--- config.mk ---
export PLATFORM = sky130hd
export DESIGN_NAME = omniwheel_ramped_velocity_mixer
export DESIGN_NICKNAME = d
export VERILOG_FILES = /design/src/rtl/core/orvm_pkg.sv /design/src/rtl/core/orvm_div_lane.sv /design/src/rtl/core/orvm_kin.sv /design/src/rtl/core/omniwheel_ramped_velocity_mixer.sv
export SDC_FILE = /design/constraint.sdc
export NUM_CORES = 2
export LEC_CHECK = 0
export ABC_AREA = 1
export BUFFER_PORTS_ARGS = -buffer_cell sky130_fd_sc_hd__buf_2
export CORE_ASPECT_RATIO = 1.25
export CORE_UTILIZATION = 55
export CTS_CLUSTER_DIAMETER = 150
export DETAILED_ROUTE_END_ITERATION = 16
export PLACE_DENSITY = 0.78
export SLEW_MARGIN = 40
export SYNTH_ARGS = -nofsm -noshare
export SYNTH_HDL_FRONTEND = slang
export SYNTH_SLANG_ARGS = --single-unit
--- constraint.sdc ---
create_clock -name clk -period 7.71 [get_ports clk]
set_input_delay 1.542 -clock clk [delete_from_list [all_inputs] [get_ports clk]]
set_output_delay 1.542 -clock clk [all_outputs]
set_load 0.01 [all_outputs]
--- src/rtl/core/orvm_pkg.sv ---
// ----------------------------------------------------------------------------
// Ramped velocity mixer package
// Shared widths, wheel coefficients and the lane status record.
// ----------------------------------------------------------------------------
package orvm_pkg;

  // Field widths.
  localparam int unsigned SPEED_W = 16;
  localparam int unsigned STEP_W  = 15;
  localparam int unsigned RATE_W  = 24;
  localparam int unsigned DIFF_W  = 17;

  // Step counts carry 8 fraction bits.
  localparam int unsigned STEP_FRAC = 8;
  // Dividend width: |diff| (16 bits) shifted by the fraction bits.
  localparam int unsigned NUM_W = 24;
  // Quotient width of the ramp divider.
  localparam int unsigned QUO_W = 24;

  // Wheel coefficients, unsigned Q.16.
  localparam int unsigned COEF_FRAC = 16;
  localparam logic [20:0] K_LIN  = 21'd1040254;
  localparam logic [20:0] K_HALF = 21'd520127;
  localparam logic [20:0] K_SQRT = 21'd900886;
  localparam logic [20:0] K_TURN = 21'd189950;

  // Configuration register indexes.
  localparam logic [1:0] REG_STEP_FWD  = 2'd0;
  localparam logic [1:0] REG_STEP_SIDE = 2'd1;
  localparam logic [1:0] REG_STEP_TURN = 2'd2;

  // Handshake between sequencer and divider lanes.
  typedef struct packed {
    logic start;
    logic busy;
  } div_ctl_t;

endpackage

--- src/rtl/core/orvm_div_lane.sv ---
// ----------------------------------------------------------------------------
// Ramp divider lane
// Restoring unsigned divider, one quotient bit per cycle.
// ----------------------------------------------------------------------------
module orvm_div_lane (
  input  logic                              clk,
  input  logic                              rst_n,
  input  logic                              start,
  input  logic [orvm_pkg::NUM_W-1:0]        num,
  input  logic [orvm_pkg::QUO_W-1:0]        den,
  output logic                              busy,
  output logic [orvm_pkg::QUO_W-1:0]        quo
);

  localparam int unsigned CNT_W = $clog2(orvm_pkg::NUM_W + 1);

  logic [orvm_pkg::NUM_W-1:0] num_r, num_nxt;
  logic [orvm_pkg::QUO_W:0]   rem_r, rem_nxt;
  logic [orvm_pkg::QUO_W-1:0] den_r, quo_r, quo_nxt;
  logic [CNT_W-1:0]           cnt_r, cnt_nxt;
  logic [orvm_pkg::QUO_W:0]   trial;

  // One shift and trial subtract per cycle.
  always_comb begin
    num_nxt = num_r;
    rem_nxt = rem_r;
    quo_nxt = quo_r;
    cnt_nxt = cnt_r;
    trial   = '0;
    if (start) begin
      num_nxt = num;
      rem_nxt = '0;
      quo_nxt = '0;
      cnt_nxt = CNT_W'(orvm_pkg::NUM_W);
    end else if (cnt_r != '0) begin
      trial   = {rem_r[orvm_pkg::QUO_W-1:0], num_r[orvm_pkg::NUM_W-1]};
      num_nxt = {num_r[orvm_pkg::NUM_W-2:0], 1'b0};
      if (trial >= {1'b0, den_r}) begin
        rem_nxt = trial - {1'b0, den_r};
        quo_nxt = {quo_r[orvm_pkg::QUO_W-2:0], 1'b1};
      end else begin
        rem_nxt = trial;
        quo_nxt = {quo_r[orvm_pkg::QUO_W-2:0], 1'b0};
      end
      cnt_nxt = cnt_r - 1'b1;
    end
  end

  always_ff @(posedge clk) begin
    if (!rst_n) begin
      cnt_r <= '0;
    end else begin
      cnt_r <= cnt_nxt;
    end
    num_r <= num_nxt;
    rem_r <= rem_nxt;
    quo_r <= quo_nxt;
    if (start) begin
      den_r <= den;
    end
  end

  assign busy = (cnt_r != '0);
  assign quo  = quo_r;

endmodule

--- src/rtl/core/orvm_kin.sv ---
// ----------------------------------------------------------------------------
// Wheel kinematics merge
// Multiplies the ramped speeds by the wheel coefficients over three stages
// and rounds and saturates the three wheel sums.
// ----------------------------------------------------------------------------
module orvm_kin (
  input  logic                                clk,
  input  logic                                rst_n,
  input  logic                                start,
  input  logic signed [orvm_pkg::SPEED_W-1:0] vx,
  input  logic signed [orvm_pkg::SPEED_W-1:0] vy,
  input  logic signed [orvm_pkg::SPEED_W-1:0] va,
  output logic                                done,
  output logic signed [orvm_pkg::RATE_W-1:0]  rate_a,
  output logic signed [orvm_pkg::RATE_W-1:0]  rate_b,
  output logic signed [orvm_pkg::RATE_W-1:0]  rate_c
);

  localparam int unsigned PROD_W = 38;
  localparam int unsigned ACC_W  = 40;

  logic [2:0] vld_r;
  logic signed [PROD_W-1:0] p_lin_r, p_half_r, p_sqrt_r, p_turn_r;
  logic signed [ACC_W-1:0]  acc_a_r, acc_b_r, acc_c_r;
  logic signed [orvm_pkg::RATE_W-1:0] ra_r, rb_r, rc_r;

  // Round to nearest, ties away from zero, then saturate.
  function automatic logic signed [orvm_pkg::RATE_W-1:0] rnd_sat(
    input logic signed [ACC_W-1:0] acc);
    logic [ACC_W-1:0] mag;
    logic signed [ACC_W-1:0] r;
    begin
      mag = acc[ACC_W-1] ? ACC_W'(-acc) : ACC_W'(acc);
      mag = (mag + (ACC_W'(1) << (orvm_pkg::COEF_FRAC - 1))) >> orvm_pkg::COEF_FRAC;
      r   = acc[ACC_W-1] ? -$signed(mag) : $signed(mag);
      if (r > ACC_W'(signed'(24'sh7FFFFF))) begin
        rnd_sat = 24'sh7FFFFF;
      end else if (r < $signed({{(ACC_W-24){1'b1}}, 24'h800000})) begin
        rnd_sat = 24'sh800000;
      end else begin
        rnd_sat = r[orvm_pkg::RATE_W-1:0];
      end
    end
  endfunction

  // Stage valid chain.
  always_ff @(posedge clk) begin
    if (!rst_n) begin
      vld_r <= '0;
    end else begin
      vld_r <= {vld_r[1:0], start};
    end
  end

  // Stage 1 products, stage 2 sums, stage 3 round and saturate.
  always_ff @(posedge clk) begin
    p_lin_r  <= PROD_W'(vy * $signed({1'b0, orvm_pkg::K_LIN}));
    p_half_r <= PROD_W'(vy * $signed({1'b0, orvm_pkg::K_HALF}));
    p_sqrt_r <= PROD_W'(vx * $signed({1'b0, orvm_pkg::K_SQRT}));
    p_turn_r <= PROD_W'(va * $signed({1'b0, orvm_pkg::K_TURN}));
    acc_a_r  <= ACC_W'(p_lin_r) + ACC_W'(p_turn_r);
    acc_b_r  <= ACC_W'(p_turn_r) - ACC_W'(p_half_r) - ACC_W'(p_sqrt_r);
    acc_c_r  <= ACC_W'(p_turn_r) - ACC_W'(p_half_r) + ACC_W'(p_sqrt_r);
    ra_r     <= rnd_sat(acc_a_r);
    rb_r     <= rnd_sat(acc_b_r);
    rc_r     <= rnd_sat(acc_c_r);
  end

  assign done   = vld_r[2];
  assign rate_a = ra_r;
  assign rate_b = rb_r;
  assign rate_c = rc_r;

endmodule

--- src/rtl/core/omniwheel_ramped_velocity_mixer.sv ---
// ----------------------------------------------------------------------------
// Omni-wheel ramped velocity mixer
// Slew-limits three body speeds together and maps them to three wheel rates.
// ----------------------------------------------------------------------------
// Usage: one input word per control tick carries the target forward, side
// and turn speeds (signed Q4.12). The block moves its held speeds toward the
// targets so all axes arrive in the same number of ticks, then produces one
// output word with three saturated wheel rates (Q12.12) and the held speeds.
// One item is worked at a time. After acceptance, three parallel step-count
// dividers run, then three parallel increment dividers (one quotient bit per
// cycle), then sequencing and three kinematics stages lead to out_tvalid.
// in_tready is high only while no item is in flight and the output register
// is empty, so a new item is taken only after the last one has left.
// If the receiver stalls, the result holds in the output register and no
// new word is taken until it leaves. Reset (synchronous, active low) clears
// the held speeds and loads the default step limits. Step registers are to
// be written through cfg_* only while idle; the block itself does not
// enforce this. An index beyond the list is ignored.
// ----------------------------------------------------------------------------
module omniwheel_ramped_velocity_mixer (
  input  logic        clk,
  input  logic        rst_n,
  input  logic        in_tvalid,
  output logic        in_tready,
  // target_forward [15:0], target_side [31:16], target_turn [47:32]
  input  logic [47:0] in_tdata,
  output logic        out_tvalid,
  input  logic        out_tready,
  // wheel_a_rate [23:0], wheel_b_rate [47:24], wheel_c_rate [71:48],
  // ramped_forward [87:72], ramped_side [103:88], ramped_turn [119:104]
  output logic [119:0] out_tdata,
  input  logic        cfg_we,
  input  logic [1:0]  cfg_index,
  input  logic [14:0] cfg_wdata
);

  localparam int unsigned NL = 3;
  localparam int unsigned SW = orvm_pkg::SPEED_W;

  typedef enum logic [2:0] {
    ST_IDLE, ST_STEP, ST_MAX, ST_INC, ST_KIN, ST_OUT
  } state_t;

  state_t state_r;
  logic [orvm_pkg::STEP_W-1:0] max_step_r [NL];
  logic signed [SW-1:0] now_r [NL];
  logic signed [SW-1:0] tgt_r [NL];
  logic signed [orvm_pkg::DIFF_W-1:0] diff [NL];
  logic [SW-1:0] mag [NL];
  logic [orvm_pkg::QUO_W-1:0] den [NL];
  logic [orvm_pkg::QUO_W-1:0] quo [NL];
  logic [orvm_pkg::QUO_W-1:0] steps_r;
  orvm_pkg::div_ctl_t ctl [NL];
  logic div_start_r, kin_start_r, inc_phase_r;
  logic kin_done;
  logic signed [orvm_pkg::RATE_W-1:0] ra, rb, rc;
  logic [119:0] out_r;
  logic out_vld_r;

  // Per-lane difference, magnitude and divisor selection.
  always_comb begin
    for (int i = 0; i < NL; i++) begin
      diff[i] = orvm_pkg::DIFF_W'(tgt_r[i]) - orvm_pkg::DIFF_W'(now_r[i]);
      mag[i]  = diff[i][orvm_pkg::DIFF_W-1] ? SW'(-diff[i]) : SW'(diff[i]);
      if (inc_phase_r) begin
        den[i] = steps_r;
      end else begin
        den[i] = (max_step_r[i] == '0) ? orvm_pkg::QUO_W'(1)
                                       : orvm_pkg::QUO_W'(max_step_r[i]);
      end
    end
  end

  // Divider lanes.
  for (genvar g = 0; g < NL; g++) begin : g_lane
    assign ctl[g].start = div_start_r;
    orvm_div_lane u_div (
      .clk   (clk),
      .rst_n (rst_n),
      .start (ctl[g].start),
      .num   ({mag[g], orvm_pkg::STEP_FRAC'(0)}),
      .den   (den[g]),
      .busy  (ctl[g].busy),
      .quo   (quo[g])
    );
  end

  orvm_kin u_kin (
    .clk    (clk),
    .rst_n  (rst_n),
    .start  (kin_start_r),
    .vx     (now_r[0]),
    .vy     (now_r[1]),
    .va     (now_r[2]),
    .done   (kin_done),
    .rate_a (ra),
    .rate_b (rb),
    .rate_c (rc)
  );

  assign in_tready = (state_r == ST_IDLE) && !out_vld_r;

  // Sequencer, held speeds, configuration and output register.
  always_ff @(posedge clk) begin
    if (!rst_n) begin
      state_r       <= ST_IDLE;
      div_start_r   <= 1'b0;
      kin_start_r   <= 1'b0;
      inc_phase_r   <= 1'b0;
      out_vld_r     <= 1'b0;
      max_step_r[0] <= 15'd1311;
      max_step_r[1] <= 15'd786;
      max_step_r[2] <= 15'd2621;
      for (int i = 0; i < NL; i++) begin
        now_r[i] <= '0;
      end
    end else begin
      div_start_r <= 1'b0;
      kin_start_r <= 1'b0;
      if (cfg_we) begin
        unique case (cfg_index)
          orvm_pkg::REG_STEP_FWD:  max_step_r[0] <= cfg_wdata;
          orvm_pkg::REG_STEP_SIDE: max_step_r[1] <= cfg_wdata;
          orvm_pkg::REG_STEP_TURN: max_step_r[2] <= cfg_wdata;
          default: ;
        endcase
      end
      if (out_vld_r && out_tready) begin
        out_vld_r <= 1'b0;
      end
      unique case (state_r)
        ST_IDLE: begin
          if (in_tvalid && in_tready) begin
            tgt_r[0]    <= in_tdata[15:0];
            tgt_r[1]    <= in_tdata[31:16];
            tgt_r[2]    <= in_tdata[47:32];
            inc_phase_r <= 1'b0;
            div_start_r <= 1'b1;
            state_r     <= ST_STEP;
          end
        end
        ST_STEP: begin
          if (!div_start_r && !ctl[0].busy) begin
            state_r <= ST_MAX;
          end
        end
        ST_MAX: begin
          // Largest step count, at least one whole step.
          if (quo[0] <= (orvm_pkg::QUO_W'(1) << orvm_pkg::STEP_FRAC) &&
              quo[1] <= (orvm_pkg::QUO_W'(1) << orvm_pkg::STEP_FRAC) &&
              quo[2] <= (orvm_pkg::QUO_W'(1) << orvm_pkg::STEP_FRAC)) begin
            steps_r <= orvm_pkg::QUO_W'(1) << orvm_pkg::STEP_FRAC;
          end else begin
            steps_r <= (quo[0] >= quo[1] && quo[0] >= quo[2]) ? quo[0] :
                       (quo[1] >= quo[2]) ? quo[1] : quo[2];
          end
          inc_phase_r <= 1'b1;
          div_start_r <= 1'b1;
          state_r     <= ST_INC;
        end
        ST_INC: begin
          if (!div_start_r && !ctl[0].busy) begin
            for (int i = 0; i < NL; i++) begin
              now_r[i] <= diff[i][orvm_pkg::DIFF_W-1] ? now_r[i] - SW'(quo[i])
                                                      : now_r[i] + SW'(quo[i]);
            end
            kin_start_r <= 1'b1;
            state_r     <= ST_KIN;
          end
        end
        ST_KIN: begin
          if (kin_done) begin
            out_r     <= {now_r[2], now_r[1], now_r[0], rc, rb, ra};
            out_vld_r <= 1'b1;
            state_r   <= ST_OUT;
          end
        end
        ST_OUT: begin
          state_r <= ST_IDLE;
        end
        default: state_r <= ST_IDLE;
      endcase
    end
  end

  assign out_tvalid = out_vld_r;
  assign out_tdata  = out_r;

endmodule

* Word level (Yosys, flattened, before mapping)
Memories as Yosys holds them, arrays and structs flattened.
Index checks and enable logic that the tools add are counted.
** Storage, ports and cells
- Register bits after elaboration :: 767
- Memory bits (writable) :: 141
- Output and inout port bits :: 122
- Memories kept :: 3
** Memory list
- now_r :: depth 3, bits a word 16, read ports 3, clocked after Yosys merged registers in 0, write ports 3, line omniwheel_ramped_velocity_mixer.sv:46 : logic signed [SW-1:0] now_r [NL];
- tgt_r :: depth 3, bits a word 16, read ports 3, clocked after Yosys merged registers in 0, write ports 3, line omniwheel_ramped_velocity_mixer.sv:47 : logic signed [SW-1:0] tgt_r [NL];
- max_step_r :: depth 3, bits a word 15, read ports 3, clocked after Yosys merged registers in 0, write ports 3, line omniwheel_ramped_velocity_mixer.sv:45 : logic [orvm_pkg::STEP_W-1:0] max_step_r [NL];
** Operators by class
- Add/sub/neg operators :: 31
- $mul :: 4
- Order comparisons :: 15
- Equal/unequal tests :: 10
- Multiplexer cells :: 79
- Bitwise gates (word level) :: 7
- Reductions and logical operators :: 27
** Operator list (number)
- 2-to-1 mux 24 bit :: 17
- 2-to-1 mux 40 bit :: 6
- 2-to-1 mux 16 bit :: 9
- adder 40 x 16 -> 40 bit (second input constant) :: 3
- > comparator 40 x 24 -> 1 bit (second input constant) :: 3
- less-than comparator 40 x 24 -> 1 bit (second input constant) :: 3
- negator 24 -> 40 bit :: 3
- negator 40 bit :: 3
- multiplier 16 x 20 -> 36 bit (second input constant) :: 3
- 2-to-1 mux 15 bit :: 6
- >= comparator 25 x 24 -> 1 bit :: 3
- >= comparator 24 bit :: 3
- <= comparator 24 x 9 -> 1 bit (second input constant) :: 3
- subtractor 24 bit :: 3
- subtractor 16 x 16 -> 17 bit :: 3
- adder 16 bit :: 3
- negator 16 bit :: 3
- subtractor 16 bit :: 3
- zero test 15 bit :: 3
- adder 37 x 35 -> 38 bit :: 1
- adder 37 x 37 -> 38 bit :: 1
- subtractor 37 x 37 -> 38 bit :: 1
- subtractor 35 x 36 -> 37 bit :: 1
- multiplier 16 x 18 -> 34 bit (second input constant) :: 1
- 25 further kinds :: 85

* Depth between registers and ports, before layout
- Depth after elaboration :: 8
- Depth in mapped cells :: 33
- Mapped depth without buffers :: 32

* Modules after synthesis
From an unflattened synthesis, not the netlist that was laid out.
** Unflattened totals
- Cell total of the unflattened synthesis :: 9897
- Area, all modules :: 75204.6 sq um
** By module, submodules not included
- orvm_kin :: times used 1, cells each 5057, area an instance 37832.5 sq um, sequential area each 5845.6 sq um
- omniwheel_ramped_velocity_mixer :: times used 1, cells each 2359, area an instance 19501.2 sq um, sequential area each 8698.3 sq um
- orvm_div_lane :: times used 3, cells each 827, area an instance 5957.0 sq um, sequential area each 2502.4 sq um

* Worst setup path after synthesis
OpenSTA, ideal clock, no wires.
- Path type :: in2reg
- Start :: in rst_n
- End :: reg out_r[0] (netlist: out_tdata[0]) (enable)
- Library setup time :: 0.600 ns
- Data arrival time :: 6.861 ns
- Data required time :: 7.110 ns
- Setup slack :: 0.249 ns
- Stages on the path :: 3
- Buffers on the path :: 1
- Path through :: clkbuf_1 -> nand2_1 -> nor2_1
** Between the ends
- Longest elaborated chain between the ends :: 1
** Ends and longest elaborated chain
- start: declaration :: line omniwheel_ramped_velocity_mixer.sv:22 : input logic rst_n,
- AND reduction 3 bit (no source line)
- end signal: assignment :: line omniwheel_ramped_velocity_mixer.sv:173 : out_r <= {now_r[2], now_r[1], now_r[0], rc, rb, ra};
- end: declaration :: line omniwheel_ramped_velocity_mixer.sv:57 : logic [119:0] out_r;
No other way between the ends.
A chain may end at the register's enable or synchronous reset.

==> impl_results.md <==
- Result of the run: finished clean
- HPWL Detailed: between 150,000 and 200,000 um
- Post-route clock skew: 77.8 ps
- Measured slew at the worst slew-check pin: 873 ps
- Number of remaining DRC errors: 0
- NumNets Final: 9,906
- Proportion of layout cells with a drive suffix above 1: 7.16%
- Clock tree buffer depth: 3
- Number of failing hold endpoints at the final stage: 0
- Sinks on the clock net: 845
- Overall die width: 319 um
- Final setup violating endpoints: 0
- Fmax: around 160 MHz
- Slew margin rel.: 41.8%
- Placed instance area: 71,800 um2
- Count of synthesis-stage warnings from yosys: 0
- Antenna violation net count after detailed routing: 0
- Initial antenna violation count: 16
- Vertical die dimension: roughly 400 um
- Synthesized net count: 9,729
- Placer Congestion: slightly above 1
- Leading post-synthesis cells by cell area: sky130_fd_sc_hd__edfxtp_1 17%, sky130_fd_sc_hd__ha_1 14%, sky130_fd_sc_hd__dfxtp_1 13%
- Flop and latch count out of synthesis: roughly 850
- Library cell occupying the most area in the post-synthesis netlist: sky130_fd_sc_hd__edfxtp_1
- DRC marker count from the first detailed-route iteration: 3,424
- Highest cell delay on the worst timing path: 610 ps
- Setup TNS: 0 ps
- Via count of the first global-routing pass: 56,200
- Area enclosed by the die boundary: 127,000 um2
- Number of ports placed on the die boundary: 192
- Setup repair after global routing missed its margin: no
- Synthesized netlist cell count: 8,499
- WL final: 194,000 um
- Dominant register cell in the synthesized netlist: sky130_fd_sc_hd__dfxtp_1
- P&R area growth vs syn: 8.53%
- Wire length per cell: 18.7 um
- Avg Cell Area, Syn: around 8 um2
- Routed vias: 57,000
- Count of flip-flops with a built-in enable after synthesis: 387
- Maximum fanout count along the critical path: 18
- Pin count of the biggest net entering global routing: about 120
- Critical path's slowest cell: sky130_fd_sc_hd__o21ai_0
- Commonest non-fill, non-tap cell in the layout: sky130_fd_sc_hd__nand2_1
- CP arrival: slightly below 7000 ps
- Std-Cell Rows: 145
- Clock slew seen by the registers of the worst setup and hold paths: 60 ps
- # hold bufs at CTS: 0
- Critical path required time: 8200 ps
- Port Buf Inserts: 191
- Detail-routed via count per cell: 5.50
- Area of the mapped netlist: slightly below 70,000 um2
- Latest clock arrival within the worst-skew pair: 760 ps
- Final std cell area, no fill: between 70,000 and 80,000 um2
- Fin crit period: 6360 ps
- Most prevalent standard cell on the critical path: sky130_fd_sc_hd__o21ai_0
- CP Launch Type: register
- Drt first pass iters: 8
- Netlist cell types: 66
- First-pass GRT wire length: 299,000 um
- Core box area: 125,000 um2
- Number of buffers created by CTS: 89
- Ys async rst share: 0%
- Root buffer cell: sky130_fd_sc_hd__clkbuf_16
- Max-capacitance violation count: 0
- Effective utilization at floorplan: 55.4%
- CTS H-tree depth: 3
- Post-route clock period utilization: a little over 80%
- Worst setup path category: register to register
- CTS tree: yes
- Number of resized instances in the post-cts repair step: 0
- Share of Yosys cell area claimed by the top area cell type: 16.8%
- Total count of max-transition violations in the final report: 0
- Combined global-route utilization of all metal layers: between 30% and 40%
- Most frequent cells in the layout: 1,596 x sky130_fd_sc_hd__nand2_1, 1,455 x sky130_fd_sc_hd__inv_1, 798 x sky130_fd_sc_hd__ha_1
- Total congestion overflow: 0
- Hold WC Path Type: register to register
- Sort of element at the end of the critical path: register
- Sequential-to-total area share from yosys stat: 30.1%
- Number of post-CTS setup repair buffers: 0
==> synthesized netlist by cell type, types with 100 or more instances <==
master	instances
sky130_fd_sc_hd__xnor2_1	102
sky130_fd_sc_hd__inv_1	1458
sky130_fd_sc_hd__nand4_1	105
sky130_fd_sc_hd__ha_1	798
sky130_fd_sc_hd__dfxtp_1	458
sky130_fd_sc_hd__nand2_1	1596
sky130_fd_sc_hd__a21oi_1	556
sky130_fd_sc_hd__clkbuf_1	101
sky130_fd_sc_hd__edfxtp_1	387
sky130_fd_sc_hd__fa_1	362
sky130_fd_sc_hd__nor2_1	614
sky130_fd_sc_hd__nor3_1	100
sky130_fd_sc_hd__xor2_1	329
sky130_fd_sc_hd__nand3_1	353
sky130_fd_sc_hd__o21ai_0	462
==> path summary, 6_finish.rpt <==
kind                   startpoint       endpoint  slack [ps]  depth (start not counted)
hold / removal    u_kin.rate_b[2]  out_tdata[26]         390                          0
hold reg to reg   u_kin.rate_b[2]  out_tdata[26]         390                          0
setup reg to reg     now_r[0][43]   now_r[0][47]        1350                         26
setup / recovery     now_r[0][43]   now_r[0][47]        1350                         26
==> per-layer routing <==
metal | part of all wire (%) | track usage [%] | routed length (um)
met5 | 0.0067 | 0 | 13
met4 | 8.2 | 22.4 | 15800
met3 | 4.5 | 3.90 | 8710
met2 | 50 | 54.3 | 96300
met1 | 38 | 32.3 | 73200
==> sequential cells by signal, indices dropped and copies added, names as in the netlist, 24 cells and up <==
| register | count |
|---|---|
| u_kin.p_sqrt_r | 36 |
| u_kin.rate_b | 24 |
| g_lane.u_div.quo | 72 |
| tgt_r | 48 |
| out_tdata | 120 |
| g_lane.u_div.num_r | 48 |
| u_kin.p_turn_r | 34 |
| u_kin.p_half_r | 36 |
| u_kin.acc_c_r | 36 |
| u_kin.rate_a | 24 |
| g_lane.u_div.den_r | 54 |
| steps_r | 24 |
| now_r | 48 |
| g_lane.u_div.rem_r | 72 |
| u_kin.acc_b_r | 38 |
| u_kin.rate_c | 24 |
| u_kin.acc_a_r | 37 |
| max_step_r | 45 |
==> worst max-delay path, delay by kind of cell (launching register included) <==
family,cells,cell delay (ps)
compound gates,10,3080
simple gates,8,1120
fa+ha+maj,2,630
flops,1,590
buf+inv,5,510
xor+xnor,1,220
==> cell families (layout without fill, tap and decap cells) <==
group                    Yosys count  count (layout)  synth area share (%)
adder cells (fa/ha/maj)         1160            1160                  24.9
other                              0               8                     0
AND/OR/NAND/NOR                 3055            3055                  19.4
buffers and inverters           1620            1873                  8.90
AO/OA/AOI/OAI                   1387            1387                  11.2
flip-flops                       845             845                  30.1
XOR/XNOR                         432             432                  5.48
==> area by class of cell <==
class	instances	area [um2]
Antenna cell	8	20.0
Multi-Input combinational cell	6034	42300
Fill cell	11000	49800
Sequential cell	845	20800
Tap cell	1617	2020
Clock inverter	57	783
Inverter	1485	5570
Timing Repair Buffer	221	1190
Clock buffer	110	2400
==> per-stage QoR <==
stage / setup WS [ps] / util, % / instances / hold WS (ps)
CTS: 1520 / 60.1 / 10400 / 385
floorplan: 249 / - / 8499 / 376
global placement: 1570 / 57.5 / 10200 / 386
finish: 1350 / 60.1 / 10400 / 386
global route: 823 / 60.1 / 10400 / 379
detailed placement: 1510 / 57.6 / 10200 / 389
Power is left out: the tool's default activity adds up to more than one toggle a clock period on the data nets, which glitch-free logic cannot reach.
